[config.mk]
export PLATFORM = sky130hd
export DESIGN_NAME = sha1_hash_engine
export DESIGN_NICKNAME = d
export VERILOG_FILES = /design/src/hw/rtl/sha1_pkg.sv /design/src/hw/rtl/sha1_hash_engine.sv /design/src/hw/rtl/sha1_sched.sv /design/src/hw/rtl/sha1_round.sv
export SDC_FILE = /design/constraint.sdc
export NUM_CORES = 2
export LEC_CHECK = 0
export ABC_AREA = 1
export CAP_MARGIN = 20
export CORE_MARGIN = 1
export CORE_UTILIZATION = 45
export DETAILED_ROUTE_END_ITERATION = 12
export DONT_BUFFER_PORTS = 1
export SYNTH_ARGS = -nofsm -noshare
export SYNTH_HDL_FRONTEND = slang
export SYNTH_SLANG_ARGS = --single-unit
export TNS_END_PERCENT = 30
[constraint.sdc]
create_clock -name clk -period 21.9 [get_ports clk]
set_input_delay 2.19 -clock clk [delete_from_list [all_inputs] [get_ports clk]]
set_output_delay 2.19 -clock clk [all_outputs]
set_load 0.05 [all_outputs]
[src/hw/rtl/sha1_pkg.sv]
`timescale 1ns / 1ps
// ============================================================================
// sha1_pkg
// Shared types, constants and round functions for the SHA-1 hash engine.
// ============================================================================
package sha1_pkg;

    typedef logic [31:0] word_t;
    typedef word_t [4:0] hash_t;

    localparam int unsigned NumWords  = 5;
    localparam logic [6:0]  LastRound = 7'd79;
    localparam logic [2:0]  LastIdx   = 3'd4;
    localparam logic [5:0]  LastPos   = 6'd63;
    localparam logic [5:0]  LenPos    = 6'd56;
    localparam logic [7:0]  PadMark   = 8'h80;

    localparam hash_t InitHash = {
        32'hC3D2E1F0, 32'h10325476, 32'h98BADCFE, 32'hEFCDAB89, 32'h67452301
    };

    typedef enum logic [2:0] {
        ST_IDLE,
        ST_PAD,
        ST_ROUND,
        ST_ADD,
        ST_OUT
    } state_t;

    typedef struct packed {
        logic byte_en;
        logic shift_en;
    } sched_ctl_t;

    typedef struct packed {
        logic       load;
        logic       step;
        logic [6:0] rnd;
    } round_ctl_t;

    function automatic word_t rotl(input word_t x, input logic [4:0] s);
        logic [63:0] dbl;
        dbl = {x, x} << s;
        return dbl[63:32];
    endfunction

    function automatic word_t round_f(input logic [6:0] rnd, input word_t b,
                                      input word_t c, input word_t d);
        word_t f;
        if (rnd < 7'd20) begin
            f = (b & c) | (~b & d);
        end
        else if (rnd < 7'd40) begin
            f = b ^ c ^ d;
        end
        else if (rnd < 7'd60) begin
            f = (b & c) | (b & d) | (c & d);
        end
        else begin
            f = b ^ c ^ d;
        end
        return f;
    endfunction

    function automatic word_t round_k(input logic [6:0] rnd);
        word_t k;
        if (rnd < 7'd20) begin
            k = 32'h5A827999;
        end
        else if (rnd < 7'd40) begin
            k = 32'h6ED9EBA1;
        end
        else if (rnd < 7'd60) begin
            k = 32'h8F1BBCDC;
        end
        else begin
            k = 32'hCA62C1D6;
        end
        return k;
    endfunction

endpackage

[src/hw/rtl/sha1_hash_engine.sv]
`timescale 1ns / 1ps
// ============================================================================
// sha1_hash_engine
// Byte-serial SHA-1 engine with padding and five-word digest output.
// ============================================================================
// One request carries one message byte (has_data) and/or the end mark
// (is_last). Bytes are packed into the block buffer; the 64th byte of a
// block starts the compression, which runs one round per cycle on a single
// shared round unit: the 80 rounds in ST_ROUND, then the chaining add in
// ST_ADD. On the end mark the engine writes the padding bytes one per cycle
// (over one or two blocks), compresses, and then presents digest words A..E
// on the output channel, one per accepted request. in_ready is low while a
// block is compressing, padding or the digest is being delivered.
module sha1_hash_engine (
    input  logic        clk,
    input  logic        rst_n,
    input  logic        in_valid,
    output logic        in_ready,
    input  logic [7:0]  data_byte,
    input  logic        has_data,
    input  logic        is_last,
    output logic        out_valid,
    input  logic        out_ready,
    output logic [31:0] digest_word,
    output logic [2:0]  word_index,
    output logic        last_word
);

    sha1_pkg::state_t     state_reg, state_next;
    logic [5:0]           pos_reg, pos_next;
    logic [60:0]          cnt_reg, cnt_next;
    logic [6:0]           rnd_reg, rnd_next;
    logic [2:0]           idx_reg, idx_next;
    logic                 pad_reg, pad_next;
    logic                 sent_reg, sent_next;
    logic                 armed_reg, armed_next;
    logic                 fin_reg, fin_next;
    sha1_pkg::hash_t      chain_reg, chain_next;

    sha1_pkg::sched_ctl_t sched_ctl;
    sha1_pkg::round_ctl_t round_ctl;
    logic [7:0]           sbyte;
    logic [7:0]           pad_byte;
    logic [63:0]          len_shift;
    sha1_pkg::word_t      w;
    sha1_pkg::hash_t      wv;

    sha1_sched u_sched (
        .clk  (clk),
        .ctl  (sched_ctl),
        .data (sbyte),
        .w    (w)
    );

    sha1_round u_round (
        .clk   (clk),
        .ctl   (round_ctl),
        .chain (chain_reg),
        .w     (w),
        .wv    (wv)
    );

    assign len_shift = {cnt_reg, 3'b000} << {pos_reg[2:0], 3'b000};

    always_comb
    begin
        if (!sent_reg)
        begin
            pad_byte = sha1_pkg::PadMark;
        end
        else if (armed_reg && (pos_reg >= sha1_pkg::LenPos))
        begin
            pad_byte = len_shift[63:56];
        end
        else
        begin
            pad_byte = 8'h00;
        end
    end

    always_comb
    begin
        state_next         = state_reg;
        pos_next           = pos_reg;
        cnt_next           = cnt_reg;
        rnd_next           = rnd_reg;
        idx_next           = idx_reg;
        pad_next           = pad_reg;
        sent_next          = sent_reg;
        armed_next         = armed_reg;
        fin_next           = fin_reg;
        chain_next         = chain_reg;
        sched_ctl.byte_en  = 1'b0;
        sched_ctl.shift_en = 1'b0;
        sbyte              = data_byte;
        round_ctl.load     = 1'b0;
        round_ctl.step     = 1'b0;
        round_ctl.rnd      = rnd_reg;

        case (state_reg)
            sha1_pkg::ST_IDLE:
            begin
                if (in_valid)
                begin
                    pad_next   = is_last;
                    sent_next  = 1'b0;
                    armed_next = 1'b0;
                    fin_next   = 1'b0;
                    if (has_data)
                    begin
                        sched_ctl.byte_en = 1'b1;
                        pos_next          = pos_reg + 6'd1;
                        cnt_next          = cnt_reg + 61'd1;
                        if (pos_reg == sha1_pkg::LastPos)
                        begin
                            round_ctl.load = 1'b1;
                            state_next     = sha1_pkg::ST_ROUND;
                        end
                        else if (is_last)
                        begin
                            state_next = sha1_pkg::ST_PAD;
                        end
                    end
                    else if (is_last)
                    begin
                        state_next = sha1_pkg::ST_PAD;
                    end
                end
            end

            sha1_pkg::ST_PAD:
            begin
                sched_ctl.byte_en = 1'b1;
                sbyte             = pad_byte;
                pos_next          = pos_reg + 6'd1;
                if (!sent_reg)
                begin
                    sent_next  = 1'b1;
                    armed_next = (pos_reg < sha1_pkg::LenPos);
                end
                if (pos_reg == sha1_pkg::LastPos)
                begin
                    fin_next       = armed_reg && sent_reg;
                    armed_next     = 1'b1;
                    round_ctl.load = 1'b1;
                    state_next     = sha1_pkg::ST_ROUND;
                end
            end

            sha1_pkg::ST_ROUND:
            begin
                round_ctl.step     = 1'b1;
                sched_ctl.shift_en = 1'b1;
                rnd_next           = rnd_reg + 7'd1;
                if (rnd_reg == sha1_pkg::LastRound)
                begin
                    rnd_next   = 7'd0;
                    state_next = sha1_pkg::ST_ADD;
                end
            end

            sha1_pkg::ST_ADD:
            begin
                for (int i = 0; i < sha1_pkg::NumWords; i++)
                begin
                    chain_next[i] = chain_reg[i] + wv[i];
                end
                if (fin_reg)
                begin
                    idx_next   = 3'd0;
                    state_next = sha1_pkg::ST_OUT;
                end
                else if (pad_reg)
                begin
                    state_next = sha1_pkg::ST_PAD;
                end
                else
                begin
                    state_next = sha1_pkg::ST_IDLE;
                end
            end

            sha1_pkg::ST_OUT:
            begin
                if (out_ready)
                begin
                    if (idx_reg == sha1_pkg::LastIdx)
                    begin
                        chain_next = sha1_pkg::InitHash;
                        cnt_next   = 61'd0;
                        pos_next   = 6'd0;
                        pad_next   = 1'b0;
                        fin_next   = 1'b0;
                        state_next = sha1_pkg::ST_IDLE;
                    end
                    else
                    begin
                        idx_next = idx_reg + 3'd1;
                    end
                end
            end

            default:
            begin
                state_next = sha1_pkg::ST_IDLE;
            end
        endcase
    end

    always_ff @(posedge clk or negedge rst_n)
    begin
        if (!rst_n)
        begin
            state_reg <= sha1_pkg::ST_IDLE;
            pos_reg   <= 6'd0;
            cnt_reg   <= 61'd0;
            rnd_reg   <= 7'd0;
            idx_reg   <= 3'd0;
            pad_reg   <= 1'b0;
            sent_reg  <= 1'b0;
            armed_reg <= 1'b0;
            fin_reg   <= 1'b0;
            chain_reg <= sha1_pkg::InitHash;
        end
        else
        begin
            state_reg <= state_next;
            pos_reg   <= pos_next;
            cnt_reg   <= cnt_next;
            rnd_reg   <= rnd_next;
            idx_reg   <= idx_next;
            pad_reg   <= pad_next;
            sent_reg  <= sent_next;
            armed_reg <= armed_next;
            fin_reg   <= fin_next;
            chain_reg <= chain_next;
        end
    end

    assign in_ready    = (state_reg == sha1_pkg::ST_IDLE);
    assign out_valid   = (state_reg == sha1_pkg::ST_OUT);
    assign digest_word = chain_reg[idx_reg];
    assign word_index  = idx_reg;
    assign last_word   = (idx_reg == sha1_pkg::LastIdx);

    a_no_overlap: assert property (@(posedge clk) disable iff (!rst_n)
        !(in_ready && out_valid))
        else $error("input and output channels both open");

    a_round_range: assert property (@(posedge clk) disable iff (!rst_n)
        rnd_reg <= sha1_pkg::LastRound)
        else $error("round counter out of range");

    a_round_end: assert property (@(posedge clk) disable iff (!rst_n)
        (state_reg == sha1_pkg::ST_ROUND && rnd_reg == sha1_pkg::LastRound)
        |=> (state_reg == sha1_pkg::ST_ADD && rnd_reg == 7'd0))
        else $error("compression did not end after the last round");

    a_out_index: assert property (@(posedge clk) disable iff (!rst_n)
        out_valid |-> (idx_reg <= sha1_pkg::LastIdx))
        else $error("digest word index out of range");

endmodule

[src/hw/rtl/sha1_sched.sv]
`timescale 1ns / 1ps
// ============================================================================
// sha1_sched
// 512-bit block buffer: packs bytes big-endian, then expands the message
// schedule in place one word per round.
// ============================================================================
module sha1_sched (
    input  logic                  clk,
    input  sha1_pkg::sched_ctl_t  ctl,
    input  logic [7:0]            data,
    output sha1_pkg::word_t       w
);

    logic [511:0]    blk_reg;
    logic [511:0]    blk_next;
    sha1_pkg::word_t w_new;

    assign w     = blk_reg[511:480];
    assign w_new = sha1_pkg::rotl(blk_reg[95:64] ^ blk_reg[255:224] ^
                                  blk_reg[447:416] ^ blk_reg[511:480], 5'd1);

    always_comb
    begin
        blk_next = blk_reg;
        if (ctl.byte_en)
        begin
            blk_next = {blk_reg[503:0], data};
        end
        else if (ctl.shift_en)
        begin
            blk_next = {blk_reg[479:0], w_new};
        end
    end

    always_ff @(posedge clk)
    begin
        blk_reg <= blk_next;
    end

endmodule

[src/hw/rtl/sha1_round.sv]
`timescale 1ns / 1ps
// ============================================================================
// sha1_round
// Working registers A..E and the single round datapath used for all 80 rounds.
// ============================================================================
module sha1_round (
    input  logic                  clk,
    input  sha1_pkg::round_ctl_t  ctl,
    input  sha1_pkg::hash_t       chain,
    input  sha1_pkg::word_t       w,
    output sha1_pkg::hash_t       wv
);

    sha1_pkg::hash_t wv_reg;
    sha1_pkg::hash_t wv_next;
    sha1_pkg::word_t t;

    assign t = sha1_pkg::rotl(wv_reg[0], 5'd5)
             + sha1_pkg::round_f(ctl.rnd, wv_reg[1], wv_reg[2], wv_reg[3])
             + wv_reg[4] + sha1_pkg::round_k(ctl.rnd) + w;

    always_comb
    begin
        wv_next = wv_reg;
        if (ctl.load)
        begin
            wv_next = chain;
        end
        else if (ctl.step)
        begin
            wv_next[4] = wv_reg[3];
            wv_next[3] = wv_reg[2];
            wv_next[2] = sha1_pkg::rotl(wv_reg[1], 5'd30);
            wv_next[1] = wv_reg[0];
            wv_next[0] = t;
        end
    end

    always_ff @(posedge clk)
    begin
        wv_reg <= wv_next;
    end

    assign wv = wv_reg;

endmodule
==> run_summary.xml <==
<?xml version="1.0" encoding="UTF-8"?>
<metrics>
  <group name="drt">
    <metric name="detail-route-antenna-nets" unit="">0</metric>
    <metric name="avgRoutedWirePerCell" unit="um">21.43</metric>
    <metric name="vias" unit="">49770</metric>
    <metric name="vias_per_cell" unit="">5.462</metric>
    <metric name="finalWirelength" unit="um">195300</metric>
    <metric name="total_iterations_of_the_first_detailed_routing_run" unit="">8</metric>
    <metric name="first_iter_violations" unit="">5131</metric>
    <metric name="remaining_drc_errors" unit="">0</metric>
  </group>
  <group name="placed_design">
    <metric name="hpwl" unit="um">147200</metric>
    <metric name="placement.io_buffers" unit="">0</metric>
    <metric name="finalWeightedCongestion" unit="">1.037</metric>
  </group>
  <group name="cts">
    <metric name="post_cts.resized_instances" unit="">0</metric>
    <metric name="ctsLongestPathBuffers" unit="">3</metric>
    <metric name="numClockSinks" unit="">916</metric>
    <metric name="cts_hold_buffers" unit="">0</metric>
    <metric name="post_cts_buffers" unit="">0</metric>
    <metric name="clockRootBuffer" unit="">sky130_fd_sc_hd__clkbuf_16</metric>
    <metric name="clock_tree_from_tritoncts" unit="">built</metric>
    <metric name="path_clk_slew" unit="ns">0.06</metric>
    <metric name="worstSkewPairLatency" unit="ns">0.78</metric>
    <metric name="htree_num_levels" unit="">3</metric>
    <metric name="cts-buffers-inserted" unit="">104</metric>
  </group>
  <group name="synth">
    <metric name="compound_gate_fraction_of_synth_area" unit="%">13.36</metric>
    <metric name="yosysWarningCount" unit="">0</metric>
    <metric name="synth_xor_area_share" unit="%">2.542</metric>
    <metric name="postSynthCellCount" unit="">7369</metric>
    <metric name="synthesis.area_per_instance" unit="sq um">7.949</metric>
    <metric name="synth.distinct_cells" unit="">51</metric>
    <metric name="synth-seq-cells" unit="">916</metric>
    <metric name="yosys_most_used_dff" unit="">sky130_fd_sc_hd__edfxtp_1</metric>
    <metric name="synth-seq-area-share" unit="%">45.04</metric>
    <metric name="muxShareOfSynthArea" unit="%">0</metric>
    <metric name="synth-edff-count" unit="">672</metric>
    <metric name="synth_simple_gate_area_share" unit="%">21.55</metric>
    <metric name="synth_fp_nets" unit="">7707</metric>
    <metric name="postSynth.asyncResetShare" unit="%">26.64</metric>
    <metric name="post_synth_fa_ha_maj_area_fraction" unit="%">8.446</metric>
    <metric name="synth_top_family_by_area" unit="">simple AND/OR/NAND/NOR gates</metric>
    <metric name="synthesis.area" unit="sq um">58580</metric>
  </group>
  <group name="sta">
    <metric name="final_hold_viol_count" unit="">0</metric>
    <metric name="post-route-period-util" unit="%">27.71</metric>
    <metric name="grt_setup_unrepaired" unit="">false</metric>
    <metric name="timing_max_transition_violations_final" unit="">0</metric>
    <metric name="tns" unit="ns">0</metric>
    <metric name="final_period_minus_worst_setup_slack" unit="ns">6.069</metric>
    <metric name="slew-limit-headroom" unit="%">19.00</metric>
    <metric name="clock.fmax" unit="MHz">164.8</metric>
    <metric name="report.final.setup_viol" unit="">0</metric>
    <metric name="worst_clock_skew" unit="ns">0.07237</metric>
    <metric name="worst_pin_slew" unit="ns">1.207</metric>
  </group>
  <group name="critical_path">
    <metric name="critical_path.reg2reg.endpoint" unit="">u_round.wv[25]$_DFFE_PP_</metric>
    <metric name="worst_ep_arrival_time" unit="ns">3.88</metric>
    <metric name="timing.critical_path.to_type" unit="">primary output</metric>
    <metric name="setup.worst_path.class" unit="">reg2out</metric>
    <metric name="cp.required" unit="ns">19.71</metric>
    <metric name="path_max_fanout" unit="">65</metric>
    <metric name="reg2reg_setup_slack" unit="ns">16.14</metric>
    <metric name="regToRegStartpoint" unit="">rnd_reg[6]$_DFFE_PN0P_</metric>
    <metric name="reg2regPathDepth" unit="">22</metric>
    <metric name="setup.worst_path.start_class" unit="">flip-flop</metric>
  </group>
  <group name="layout">
    <metric name="top_library_cells_by_usage_in_the_layout_fill_and_taps_aside" unit="">sky130_fd_sc_hd__nand2_1, sky130_fd_sc_hd__inv_1, sky130_fd_sc_hd__o21ai_0, sky130_fd_sc_hd__edfxtp_1, sky130_fd_sc_hd__nor2_1</metric>
    <metric name="largest_register_ffs" unit="">512</metric>
    <metric name="finish.net_count" unit="">7616</metric>
    <metric name="drive_gt1_share" unit="%">4.654</metric>
    <metric name="final_common_cell" unit="">sky130_fd_sc_hd__nand2_1</metric>
    <metric name="syn_to_final_growth" unit="%">9.153</metric>
  </group>
  <group name="floorplan">
    <metric name="die_height" unit="um">362.8</metric>
    <metric name="io_pins" unit="">52</metric>
    <metric name="placeableCoreArea" unit="sq um">129300</metric>
    <metric name="die_area" unit="sq um">131600</metric>
    <metric name="placementRows" unit="">132</metric>
    <metric name="dieWidth" unit="um">362.8</metric>
    <metric name="floorplan.initialDensity" unit="%">45.30</metric>
  </group>
  <group name="global_route">
    <metric name="grt_use_total" unit="%">29.41</metric>
    <metric name="grt_antenna_before_repair" unit="">4</metric>
    <metric name="grt_start_max_net_pins" unit="">269</metric>
    <metric name="grt_overflow" unit="">0</metric>
    <metric name="vias_in_the_first_global_route" unit="">46840</metric>
    <metric name="grt_first_pass_wirelength" unit="um">291000</metric>
  </group>
  <group name="power_and_ir_drop">
    <metric name="cellPowerDensity" unit="nW/um^2">58.84</metric>
    <metric name="vdd_ir_drop_max" unit="mV">0.06582</metric>
    <metric name="totalPowerFinal" unit="uW">3762</metric>
    <metric name="power.static_leakage" unit="uW">0.02892</metric>
  </group>
  <group name="run">
    <metric name="maxCapViolCount" unit="">0</metric>
  </group>
  <group name="hold_path">
    <metric name="timing.hold.worst_path_depth" unit="">2</metric>
    <metric name="worstHoldStart" unit="">chain_reg[86]$_DFFE_PN0P_</metric>
    <metric name="min_delay_worst_endpoint" unit="">chain_reg[86]$_DFFE_PN0P_</metric>
    <metric name="min_path_type" unit="">reg2reg</metric>
  </group>
  <group name="status">
    <metric name="status" unit="">finished clean</metric>
  </group>
</metrics>
-- worst max-delay path, stage by stage, from the launching register on --
cell and delay (ns):
sky130_fd_sc_hd__dfrtp_4 0.90, sky130_fd_sc_hd__buf_4 0.62, sky130_fd_sc_hd__a21oi_1 0.13, sky130_fd_sc_hd__o21ai_0 0.26
sky130_fd_sc_hd__nand3_1 0.41, sky130_fd_sc_hd__o21ai_1 0.69
-- final cells by class --
cell class	count	area, sq um
repair buffers	45	387.9
clock buffers	127	2781
inverters	1141	4293
diodes	1	2.502
well taps	1742	2180
multi-input cells	5070	26930
fillers	12690	65380
clock inverters	71	972.2
flip-flops and latches	916	26390
-- stage by stage --
| stage | cells | hold WS (ns) | setup WS (ns) | util [%] | area [sq um] |
|---|---|---|---|---|---|
| final | 9113 | 0.5178 | 15.83 | 49.44 | 63940 |
| after global placement | 8914 | 0.4950 | 15.51 | 46.54 | 60180 |
| after CTS | 9112 | 0.5201 | 15.94 | 49.44 | 63940 |
| after global routing | 9112 | 0.5372 | 15.78 | 49.44 | 63940 |
| after detailed placement | 8914 | 0.5014 | 15.46 | 46.54 | 60180 |
| after floorplan | 7369 | 0.4648 | 6.866 | - | 58580 |
-- worst max-delay path by stage --
stage / end / slack [ns] / from / cells after the start
after floorplan: u_sched.blk_reg[0]$_DFFE_PP_ / 6.87 / has_data / 6
after global placement: u_round.wv[157]$_DFFE_PP_ / 15.51 / has_data / 8
after detailed placement: u_round.wv[157]$_DFFE_PP_ / 15.46 / has_data / 8
after CTS: digest_word[30] / 15.94 / word_index[0]$_DFFE_PN0P_ / 5
after global routing: digest_word[25] / 15.78 / word_index[0]$_DFFE_PN0P_ / 5
final: digest_word[25] / 15.83 / word_index[0]$_DFFE_PN0P_ / 5
-- kinds of logic after synthesis --
group                      Yosys count
buffers and inverters             1383
DFF                                916
and+or+nand+nor                   3085
AOI/OAI and AO/OA                 1491
xor gates and xnor gates           170
adders and majority gates          324
-- power breakdown --
group          internal (uW)  leakage, uW  switching [uW]  total, uW
sequential              1840       0.0102               0       1840
clock                   1130      0.00181             790       1920
combinational         0.0945       0.0169           0.243      0.355
total                   2970       0.0289             791       3760
-- Yosys cell counts, types with 6 or more instances --
| library cell | instances | area share [%] |
|---|---|---|
| sky130_fd_sc_hd__nand4_1 | 84 | 0.90 |
| sky130_fd_sc_hd__inv_2 | 12 | 0.077 |
| sky130_fd_sc_hd__ha_1 | 205 | 4.4 |
| sky130_fd_sc_hd__o22ai_1 | 62 | 0.66 |
| sky130_fd_sc_hd__nor3_2 | 7 | 0.12 |
| sky130_fd_sc_hd__dfstp_2 | 80 | 3.6 |
| sky130_fd_sc_hd__nor3_1 | 83 | 0.71 |
| sky130_fd_sc_hd__and2_1 | 10 | 0.11 |
| sky130_fd_sc_hd__inv_1 | 1124 | 7.2 |
| sky130_fd_sc_hd__nand3_1 | 367 | 3.1 |
| sky130_fd_sc_hd__fa_1 | 119 | 4.1 |
| sky130_fd_sc_hd__o221ai_1 | 8 | 0.12 |
| sky130_fd_sc_hd__a21oi_1 | 360 | 3.1 |
| sky130_fd_sc_hd__nor2_2 | 8 | 0.085 |
| sky130_fd_sc_hd__dfrtp_1 | 164 | 7.0 |
| sky130_fd_sc_hd__o211ai_1 | 27 | 0.35 |
| sky130_fd_sc_hd__nand3b_1 | 15 | 0.19 |
| sky130_fd_sc_hd__xor2_1 | 100 | 1.5 |
| sky130_fd_sc_hd__edfxtp_1 | 672 | 34 |
| sky130_fd_sc_hd__clkbuf_1 | 143 | 0.92 |
| sky130_fd_sc_hd__o21ai_1 | 12 | 0.10 |
| sky130_fd_sc_hd__nor4_1 | 13 | 0.14 |
| sky130_fd_sc_hd__buf_4 | 6 | 0.077 |
| sky130_fd_sc_hd__nand2_1 | 2039 | 13 |
| sky130_fd_sc_hd__a211oi_1 | 6 | 0.077 |
| sky130_fd_sc_hd__buf_2 | 73 | 0.62 |
| sky130_fd_sc_hd__nor2_1 | 437 | 2.8 |
| sky130_fd_sc_hd__o21bai_1 | 34 | 0.44 |
| sky130_fd_sc_hd__o21ai_0 | 948 | 8.1 |
| sky130_fd_sc_hd__or2_2 | 10 | 0.11 |
| sky130_fd_sc_hd__buf_1 | 19 | 0.12 |
| sky130_fd_sc_hd__xnor2_1 | 70 | 1.0 |
| sky130_fd_sc_hd__a31oi_1 | 6 | 0.064 |
| sky130_fd_sc_hd__a221oi_1 | 7 | 0.10 |
| sky130_fd_sc_hd__a21o_1 | 7 | 0.090 |
-- per-layer routing --
metal	share of wire (%)	wire length (um)	global-route usage (%)	vias up
li1	-	-	-	24000
met1	41	80990	38.35	23620
met2	46	89140	47.06	1738
met3	7.4	14390	5.389	417
met4	5.5	10750	14.25	4
met5	0.015	30	0	-
(Power assumes the default switching activity.)
